[config.mk]
export PLATFORM = sky130hd
export DESIGN_NAME = sorted_priority_queue
export DESIGN_NICKNAME = d
export VERILOG_FILES = /design/src/rtl/spq_pkg.sv /design/src/rtl/sorted_priority_queue.sv /design/src/rtl/spq_mem.sv /design/src/rtl/spq_ctrl.sv
export SDC_FILE = /design/constraint.sdc
export NUM_CORES = 1
export LEC_CHECK = 0
export BUFFER_PORTS_ARGS = -buffer_cell sky130_fd_sc_hd__buf_2
export CAP_MARGIN = 20
export CORE_ASPECT_RATIO = 1.1
export CORE_UTILIZATION = 45
export DETAILED_ROUTE_END_ITERATION = 8
export PLACE_DENSITY = 0.69
export SLEW_MARGIN = 20
export SYNTH_ARGS = -nofsm -noshare
export SYNTH_HDL_FRONTEND = slang
export SYNTH_SLANG_ARGS = --single-unit
[constraint.sdc]
create_clock -name i_clk -period 9.5 [get_ports i_clk]
set_input_delay 1.9 -clock i_clk [delete_from_list [all_inputs] [get_ports i_clk]]
set_output_delay 1.9 -clock i_clk [all_outputs]
set_load 0.01 [all_outputs]
[src/rtl/spq_pkg.sv]
// Shared types and codes for the sorted priority queue.
// No dependencies; imported by every module of the block.
`default_nettype none

package spq_pkg;

    localparam int DATA_W = 32;
    localparam int PRIO_W = 16;
    localparam int FUNC_W = 2;
    localparam int S_TDATA_W = 48;

    localparam logic [FUNC_W-1:0] FUNC_INSERT = 2'd0;
    localparam logic [FUNC_W-1:0] FUNC_REMOVE = 2'd1;
    localparam logic [FUNC_W-1:0] FUNC_PEEK   = 2'd2;

    typedef struct packed {
        logic signed [DATA_W-1:0] data;
        logic [PRIO_W-1:0]        prio;
    } t_entry;

    typedef struct packed {
        logic [FUNC_W-1:0]        func;
        logic signed [DATA_W-1:0] data;
        logic [PRIO_W-1:0]        prio;
    } t_req;

    typedef struct packed {
        logic signed [DATA_W-1:0] head;
        logic                     refused;
    } t_res;

endpackage

`default_nettype wire

[src/rtl/sorted_priority_queue.sv]
// Sorted priority queue, top level: sequencer, entry store, output register.
// Depends on spq_pkg, spq_ctrl and spq_mem.
//
//  channel   direction  signals                     transaction
//  s (req)   in         i_s_tvalid/o_s_tready        one operation
//  m (res)   out        o_m_tvalid/i_m_tready        one result per operation
//
// The sequencer moves one entry a cycle through the store: an insert shifts up every held
//   entry with priority equal or greater, a remove shifts down every entry behind the head,
//   and a refused operation, a peek or an insert into an empty queue moves none.
// Synchronous active-low reset empties the queue; the store itself is not cleared.
// A waiting result sits in the output register; the next operation is taken
// meanwhile, and a finished one holds in the sequencer until the register frees.
`default_nettype none

module sorted_priority_queue
    import spq_pkg::*;
#(
    parameter int DEPTH = 16,
    localparam int AW = $clog2(DEPTH),
    localparam int CW = $clog2(DEPTH + 1),
    localparam int M_TDATA_W = ((DATA_W + 3 + CW + 7) / 8) * 8
) (
    input  wire logic                 i_clk,
    input  wire logic                 i_rst_n,
    input  wire logic                 i_s_tvalid,
    output      logic                 o_s_tready,
    // [31:0] item_data, [47:32] item_priority
    input  wire logic [S_TDATA_W-1:0] i_s_tdata,
    // [1:0] func
    input  wire logic [FUNC_W-1:0]    i_s_tuser,
    output      logic                 o_m_tvalid,
    input  wire logic                 i_m_tready,
    // [31:0] head_data, [32] refused, [33] now_empty, [34] now_full,
    // then occupancy, zero padded
    output      logic [M_TDATA_W-1:0] o_m_tdata
);

    t_req          req;
    t_res          res;
    logic          res_valid, res_ready;
    logic [CW-1:0] count;
    logic          wr_en, rd_en;
    logic [AW-1:0] wr_addr, rd_addr;
    t_entry        wr_entry, rd_entry;

    logic          r_out_valid;
    t_res          r_out_res;
    logic [CW-1:0] r_out_count;
    logic          out_empty, out_full;

    assign req = '{func: i_s_tuser,
                   data: i_s_tdata[DATA_W-1:0],
                   prio: i_s_tdata[DATA_W+PRIO_W-1:DATA_W]};

    spq_ctrl #(.DEPTH(DEPTH)) u_ctrl (
        .i_clk       (i_clk),
        .i_rst_n     (i_rst_n),
        .i_req_valid (i_s_tvalid),
        .o_req_ready (o_s_tready),
        .i_req       (req),
        .o_res_valid (res_valid),
        .i_res_ready (res_ready),
        .o_res       (res),
        .o_count     (count),
        .o_wr_en     (wr_en),
        .o_wr_addr   (wr_addr),
        .o_wr_entry  (wr_entry),
        .o_rd_en     (rd_en),
        .o_rd_addr   (rd_addr),
        .i_rd_entry  (rd_entry)
    );

    spq_mem #(.DEPTH(DEPTH)) u_mem (
        .i_clk      (i_clk),
        .i_wr_en    (wr_en),
        .i_wr_addr  (wr_addr),
        .i_wr_entry (wr_entry),
        .i_rd_en    (rd_en),
        .i_rd_addr  (rd_addr),
        .o_rd_entry (rd_entry)
    );

    assign res_ready = !r_out_valid || i_m_tready;

    always_ff @(posedge i_clk) begin
        if (!i_rst_n) begin
            r_out_valid <= 1'b0;
        end else if (res_ready) begin
            r_out_valid <= res_valid;
        end
    end

    always_ff @(posedge i_clk) begin
        if (res_ready && res_valid) begin
            r_out_res   <= res;
            r_out_count <= count;
        end
    end

    assign out_empty = (r_out_count == '0);
    assign out_full  = (r_out_count == CW'(DEPTH));

    assign o_m_tvalid = r_out_valid;
    assign o_m_tdata  = M_TDATA_W'({r_out_count, out_full, out_empty,
                                    r_out_res.refused, r_out_res.head});

endmodule

`default_nettype wire

[src/rtl/spq_mem.sv]
// Entry store: one write port and one registered read port.
// Depends on spq_pkg for the entry type.
`default_nettype none

module spq_mem
    import spq_pkg::*;
#(
    parameter int DEPTH = 16,
    localparam int AW = $clog2(DEPTH)
) (
    input  wire logic          i_clk,
    input  wire logic          i_wr_en,
    input  wire logic [AW-1:0] i_wr_addr,
    input  wire t_entry        i_wr_entry,
    input  wire logic          i_rd_en,
    input  wire logic [AW-1:0] i_rd_addr,
    output      t_entry        o_rd_entry
);

    t_entry r_mem [DEPTH];
    t_entry r_rd_entry;

    always_ff @(posedge i_clk) begin
        if (i_wr_en) begin
            r_mem[i_wr_addr] <= i_wr_entry;
        end
    end

    always_ff @(posedge i_clk) begin
        if (i_rd_en) begin
            r_rd_entry <= r_mem[i_rd_addr];
        end
    end

    assign o_rd_entry = r_rd_entry;

endmodule

`default_nettype wire

[src/rtl/spq_ctrl.sv]
// Sequencer: insert by shifting entries up from the tail, remove by
// shifting down from the head, one entry per cycle. Depends on spq_pkg.
`default_nettype none

module spq_ctrl
    import spq_pkg::*;
#(
    parameter int DEPTH = 16,
    localparam int AW = $clog2(DEPTH),
    localparam int CW = $clog2(DEPTH + 1)
) (
    input  wire logic          i_clk,
    input  wire logic          i_rst_n,
    input  wire logic          i_req_valid,
    output      logic          o_req_ready,
    input  wire t_req          i_req,
    output      logic          o_res_valid,
    input  wire logic          i_res_ready,
    output      t_res          o_res,
    output      logic [CW-1:0] o_count,
    output      logic          o_wr_en,
    output      logic [AW-1:0] o_wr_addr,
    output      t_entry        o_wr_entry,
    output      logic          o_rd_en,
    output      logic [AW-1:0] o_rd_addr,
    input  wire t_entry        i_rd_entry
);

    localparam logic [2:0] S_IDLE = 3'd0;
    localparam logic [2:0] S_INS  = 3'd1;
    localparam logic [2:0] S_HEAD = 3'd2;
    localparam logic [2:0] S_REM  = 3'd3;
    localparam logic [2:0] S_DONE = 3'd4;

    logic [2:0]    r_state, n_state;
    logic [CW-1:0] r_count, n_count;
    logic [CW-1:0] r_k, n_k;
    t_req          r_req, n_req;
    t_res          r_res, n_res;

    logic [CW-1:0] k_m1, k_m2, k_p1, cnt_m1;
    t_entry        new_entry;

    assign k_m1   = r_k - 1'b1;
    assign k_m2   = r_k - CW'(2);
    assign k_p1   = r_k + 1'b1;
    assign cnt_m1 = r_count - 1'b1;
    assign new_entry = '{data: r_req.data, prio: r_req.prio};

    always_comb begin
        n_state    = r_state;
        n_count    = r_count;
        n_k        = r_k;
        n_req      = r_req;
        n_res      = r_res;
        o_wr_en    = 1'b0;
        o_wr_addr  = '0;
        o_wr_entry = new_entry;
        o_rd_en    = 1'b0;
        o_rd_addr  = '0;
        unique case (r_state)
            S_IDLE: begin
                if (i_req_valid) begin
                    n_req = i_req;
                    n_res = '{head: '0, refused: 1'b0};
                    n_state = S_DONE;
                    if (i_req.func == FUNC_INSERT) begin
                        if (r_count == CW'(DEPTH)) begin
                            n_res.refused = 1'b1;
                        end else if (r_count == '0) begin
                            o_wr_en    = 1'b1;
                            o_wr_entry = '{data: i_req.data, prio: i_req.prio};
                            n_count    = r_count + 1'b1;
                        end else begin
                            o_rd_en   = 1'b1;
                            o_rd_addr = cnt_m1[AW-1:0];
                            n_k       = r_count;
                            n_state   = S_INS;
                        end
                    end else begin
                        if (r_count == '0) begin
                            n_res.refused = 1'b1;
                        end else begin
                            o_rd_en   = 1'b1;
                            o_rd_addr = '0;
                            n_state   = S_HEAD;
                        end
                    end
                end
            end
            S_INS: begin
                // read data is entry k-1
                o_wr_en   = 1'b1;
                o_wr_addr = r_k[AW-1:0];
                if (i_rd_entry.prio >= r_req.prio) begin
                    o_wr_entry = i_rd_entry;
                    n_k        = k_m1;
                    if (k_m1 == '0) begin
                        n_state = S_HEAD;
                        n_req.func = FUNC_INSERT;
                    end else begin
                        o_rd_en   = 1'b1;
                        o_rd_addr = k_m2[AW-1:0];
                    end
                end else begin
                    n_count = r_count + 1'b1;
                    n_state = S_DONE;
                end
            end
            S_HEAD: begin
                if (r_req.func == FUNC_INSERT) begin
                    // new entry goes to the head slot
                    o_wr_en   = 1'b1;
                    o_wr_addr = '0;
                    n_count   = r_count + 1'b1;
                    n_state   = S_DONE;
                end else begin
                    n_res.head = i_rd_entry.data;
                    n_state    = S_DONE;
                    if (r_req.func == FUNC_REMOVE) begin
                        if (r_count == CW'(1)) begin
                            n_count = '0;
                        end else begin
                            o_rd_en   = 1'b1;
                            o_rd_addr = AW'(1);
                            n_k       = CW'(1);
                            n_state   = S_REM;
                        end
                    end
                end
            end
            S_REM: begin
                // read data is entry k
                o_wr_en    = 1'b1;
                o_wr_addr  = k_m1[AW-1:0];
                o_wr_entry = i_rd_entry;
                if (k_p1 < r_count) begin
                    o_rd_en   = 1'b1;
                    o_rd_addr = k_p1[AW-1:0];
                    n_k       = k_p1;
                end else begin
                    n_count = cnt_m1;
                    n_state = S_DONE;
                end
            end
            S_DONE: begin
                if (i_res_ready) begin
                    n_state = S_IDLE;
                end
            end
            default: begin
                n_state = S_IDLE;
            end
        endcase
    end

    always_ff @(posedge i_clk) begin
        if (!i_rst_n) begin
            r_state <= S_IDLE;
            r_count <= '0;
        end else begin
            r_state <= n_state;
            r_count <= n_count;
        end
    end

    always_ff @(posedge i_clk) begin
        r_k   <= n_k;
        r_req <= n_req;
        r_res <= n_res;
    end

    assign o_req_ready = i_rst_n && (r_state == S_IDLE);
    assign o_res_valid = (r_state == S_DONE);
    assign o_res       = r_res;
    assign o_count     = r_count;

endmodule

`default_nettype wire

# Yosys cells after proc, flatten, opt, wreduce, memory -nomap -nowiden
# Memories as Yosys holds them, arrays and structs flattened. A register that Yosys moved wholly into a read port is not among the register bits.
# Index checks and enable logic that the tools add are counted.
# W data, S select, Z words.
[totals] output_inout_bits=42 rom_bits=0 mem_count=1 ff_bits=135 wordCells=144 ram_bits=768 latchBits=0
[memory_table] name="u_mem.r_mem" words=16 word_bits=48 rd=1 rd_clocked_by_memory_dff=1 wr=1 line="spq_mem.sv:20" text="t_entry r_mem [DEPTH];"
[op_classes] n_reduce_logical=20 bitwise_logic=0 magnitude_cmp=2 multipliers=0 n_addsub=5 mux=79 n_eq_ne=25 div=0 shift=0
[ops] operator="$mux W48" n=5
[ops] operator="$pmux W48 S3" n=1
[ops] operator="$mux W5" n=18
[ops] operator="$pmux W32 S2" n=1
[ops] operator="$mux W50" n=1
[ops] operator="$pmux W5 S4" n=2
[ops] operator="$mux W3" n=12
[ops] operator="$mux W4" n=9
[ops] operator="$mux W33" n=1
[ops] operator="$mux W32" n=1
[ops] operator="$mux W1" n=20
[ops] operator="$ge A16 B16 Y1" n=1
[ops] operator="$pmux W4 S4" n=1
[ops] operator="$logic_not A5 Y1" n=3
[ops] operator="$pmux W3 S5" n=1
[ops] operator="$ne A2 B1 Y1 const B" n=7
[ops] operator="$ne A2 B2 Y1 const B" n=7
[ops] operator="$add A5 B1 Y5 const B" n=2
[ops] operator="$eq A5 B5 Y1 const B" n=2
[ops] operator="$reduce_and A10 Y1" n=1
[ops] operator="$sub A5 B1 Y5 const B" n=2
[ops] operator="$reduce_and A9 Y1" n=1
[ops] operator="$pmux W4 S2" n=1
[ops] operator="$reduce_and A4 Y1" n=2
[ops] operator="23 further kinds" n=29

# Logic depth before layout (Yosys ltp)
[logic_depth] word_depth=8 mapped_depth=15 ltp_nobuf=12

# Hierarchy
# A second synthesis with hierarchy kept.
[unflattened] hier_cells=1778 area_unflattened_um2=36889.1
[by_module_without_submodules] module="spq_mem" area_each_um2=30171.4 instances=1 cells_each=1242
[by_module_without_submodules] module="spq_ctrl" area_each_um2=5495.3 instances=1 cells_each=487
[by_module_without_submodules] module="sorted_priority_queue" area_each_um2=1222.4 instances=1 cells_each=49

# Worst setup path after synthesis
# No wires, ideal clock.
[synth_path] kind="input to register" from="input i_s_tvalid" to="memory u_mem.r_mem[12][0] in the netlist's numbering (enable)" path_buffers=2 path_stages=6 arrival_ps=7753 setup_slack_ps=1293 path_cell_list="nor4b_2 > and3_1 > clkbuf_1 > clkbuf_1 > nor2_1 > nor2_1"
[synth_between] elab_chain_len=4
[synth_rtl] element="from (decl)" line="sorted_priority_queue.sv:26" text="input wire logic i_s_tvalid,"
[synth_rtl] element="$mux W1" line="spq_ctrl.sv:63" text="if (i_req_valid) begin"
[synth_rtl] element="$pmux W1 S3" line="spq_ctrl.sv:61" text="unique case (r_state)"
[synth_rtl] element="$mux W1" line="spq_mem.sv:24" text="if (i_wr_en) begin"
[synth_rtl] element="$mux W1 (implied by the code)" line="spq_mem.sv:25" text="r_mem[i_wr_addr] <= i_wr_entry;"
[synth_rtl] element="to (decl)" line="spq_mem.sv:20"
# No other way between the ends.

# Worst setup path after layout
[layout_path] from="register u_ctrl.r_k[0]" to="register, netlist name u_mem.o_rd_entry[8]"
[layout_between] elab_chain_len=5 elab_cells_between_ends=13
[layout_rtl] element="from (decl)" line="spq_ctrl.sv:37" text="logic [CW-1:0] r_k, n_k;"
[layout_rtl] element="from (signal assigned)" line="spq_ctrl.sv:168" text="r_k <= n_k;"
[layout_rtl] element="branches (longest 5 deep; another with $add A5 B1 Y5)"
# Parallel ways; which one is timed is not known.
# A chain may end at the register's enable or synchronous reset.

==> qor.yml <==
power_and_ir_drop:
  combinationalPowerShare: 0.048
  powerDensity_nw_per_um2: 205.1
  p_int_mw: 6.992
  swShare: 0.2134
  power.leakage_nw: 14.53
  p_clk_frac: 0.413
  switchingPower_mw: 1.897
  peakVddDrop_mv: 0.1367
  seq_power_share: 0.539
clock_tree:
  holdBufCountCts: 0
  root_buffer: "clkbuf_16"
  cts_max_level: 3
  worstSkewPairLatency_ps: 660
  cts.sinks: 951
  postCtsSetupBuffers: 0
  cts.clk_slew.worst_paths_ps: 70
  cts_resized: 0
  cts-buffers-inserted: 91
  clockBufferDepth: 3
  cts_tree: "built"
setup_path:
  required_ps: 9890
  worstRegToRegCells: 13
  cp_max_fo: 48
  end_kind: "flop"
  start_kind: "flop"
  r2r_setup_slack_ps: 3660
  path_class: "reg -> reg"
  worst_ep_arrival_time_ps: 6230
layout:
  fill_cells: 6858
  multi_input_area_um2: 9454
  syn_to_final_growth_pct: 11.84
  final_util: 0.5096
  seqCellArea_um2: 28470
  diodes: 0
  nets: 2771
  drive_above_1_share: 0.1414
floorplan:
  row_count: 112
  num_io_pins: 96
  die_h_um: 309.8
  fp.dieArea_um2: 87310
  initial_utilization: 0.4556
  die_x_um: 281.8
  core_um2: 85060
worst_hold_path:
  hold_path_depth: 0
  min_path_type: "reg -> reg"
logic_synthesis:
  syn_area_um2: 38760
  synth.most_common_cell: "edfxtp_1"
  synth_top_area_cell: "edfxtp_1"
  synth-compound-area-share: 0.1313
  ys_warn_count: 0
  ys_seq_area_frac: 0.7345
  synth_mux_area_frac: 0.01550
  synth_xor_xnor_area_share: 0.002486
  yosys-top-cells-count: "edfxtp_1, nand3_1, o21ai_0, clkbuf_1, nand2_1"
  synth_top_family_by_area: "compound AO/OA/AOI/OAI gates"
  netlist_instances: 2664
  synthFlopType: "edfxtp_1"
  async_reset_ff_frac: 0
  syn-mean-instance-area_um2: 14.55
  synthAdderAreaFrac: 0.009685
  yosys.area_share.simple: 0.07913
  yosys_register_bits: 951
  ys_types: 80
  syn_nets: 2748
  ys_top_cells_by_area: "edfxtp_1, nand3_1, o21ai_0"
  synth-edff-count: 942
  synth_top_cell_area_share: 0.7299
place:
  hpwl_um: 51530
  port_buffers: 95
  place_congestion: 0.8133
sta:
  setup_viol: 0
  worst_pin_slew_ps: 1101
  fin_tns_setup_ps: 0
  period_share: 0.6150
  period_needed_ps: 5843
  fmax_mhz: 171.2
  finalHoldViolCount: 0
  relSlewSlack: 0.2658
  skew_ps: 26.58
  slew_violations: 0
  rsz0062_at_grt: "no"
routing:
  routed_wl_um: 100600
  antenna_left: 0
  drt_drc_violations_left: 0
  route.vias.total: 24530
  dr.first_iter.drc_count: 3274
  wire_per_inst_um: 25.81
  drtPass1Iterations: 6
  viasPerCell: 6.292
grt:
  grt_pass1_wl_um: 148700
  track_usage: 0.2290
  antenna_found_initial: 3
  grt-ovfl-total: 0
  grt_start_max_net_pins: 189
  grt_pass1_vias: 24030
status:
  status: "finished clean"
run:
  drv_cap: 0
[path summary, 6_finish.rpt]
check                                      start             endpoint
worst max-delay path               u_ctrl.r_k[0]  u_mem.o_rd_entry[8]
worst max register to register     u_ctrl.r_k[0]  u_mem.o_rd_entry[8]
worst min register to register  u_ctrl.o_res[23]        o_m_tdata[22]
worst min-delay path            u_ctrl.o_res[23]        o_m_tdata[22]
[metal layers]
| metal | global-route usage | share of wire |
|---|---|---|
| met5 | 0 | 0 |
| met1 | 0.2983 | 0.38 |
| met4 | 0.09201 | 0.031 |
| met2 | 0.3810 | 0.49 |
| met3 | 0.03969 | 0.10 |
[area by class of cell]
type / count / area share
clock buffers: 109 / 0.05508
clock inverters: 56 / 0.01414
inverters: 31 / 0.002685
multi-input cells: 1465 / 0.2181
flip-flops and latches: 951 / 0.6568
well taps: 1140 / 0.03291
repair buffers: 147 / 0.02026
[state kept, by name, summed over array words and instances, names as in the netlist]
signal            flops
u_ctrl.r_req          2
o_m_tvalid            1
u_ctrl.o_res         33
u_ctrl.o_count        5
u_ctrl.new_entry     48
u_mem.r_mem         768
u_mem.o_rd_entry     48
u_ctrl.r_state        3
u_ctrl.r_k            5
r_out_count           5
o_m_tdata            33
[per-stage QoR]
step                setup slack, ps  power, mW  std cells  area [um^2]  hold slack, ps
floorplan                      1293      5.126       2664        38760           400.3
global placement               3254      5.281       3734        40340           401.2
detailed placement             3132      5.304       3734        40340           404.5
CTS                            3715      8.918       3899        43340           418.3
global route                   3387      9.112       3899        43340           422.6
finish                         3657      8.889       3899        43340           416.0
[cells by family (layout without fill, tap and decap cells)]
family | Yosys count | after routing
simple gates | 611 | 611
fa+ha+maj | 30 | 30
buf+inv | 248 | 343
compound gates | 759 | 759
mux | 54 | 54
xor+xnor | 11 | 11
flops | 951 | 951
[power groups by stage]
stage          clock network [mW]  logic, mW  registers, mW
2_1_floorplan                   0      0.251           4.87
3_3_place_gp                    0      0.402           4.88
3_5_place_dp                    0      0.421           4.88
4_1_cts                      3.70      0.423           4.79
5_1_grt                      3.85      0.465           4.80
6_report                     3.67      0.427           4.79
[worst max-delay path, cell delays in order (launching register included)]
cell,delay [ps]
edfxtp_1,590
clkinv_1,390
ha_1,520
ha_1,320
nand2_1,50
o21ai_1,240
o41ai_4,220
a21oi_4,210
buf_4,390
buf_4,500
and2_4,630
nand3_4,790
o22ai_1,500
o31ai_1,160
[cell usage in the layout, fill, tap and decap left out, types with 42 or more instances in the layout]
cell type    n
buf_2       95
mux2_2      48
clkbuf_16   93
edfxtp_1   942
nand2_1    131
o22ai_1     50
nand3_1    284
and3_1      86
o32ai_1     46
buf_4       51
o2bb2ai_1   42
a31oi_1     94
o21ai_0    238
a22oi_1     95
a21boi_0    44
Note: power is estimated with default switching activity, not from simulation.
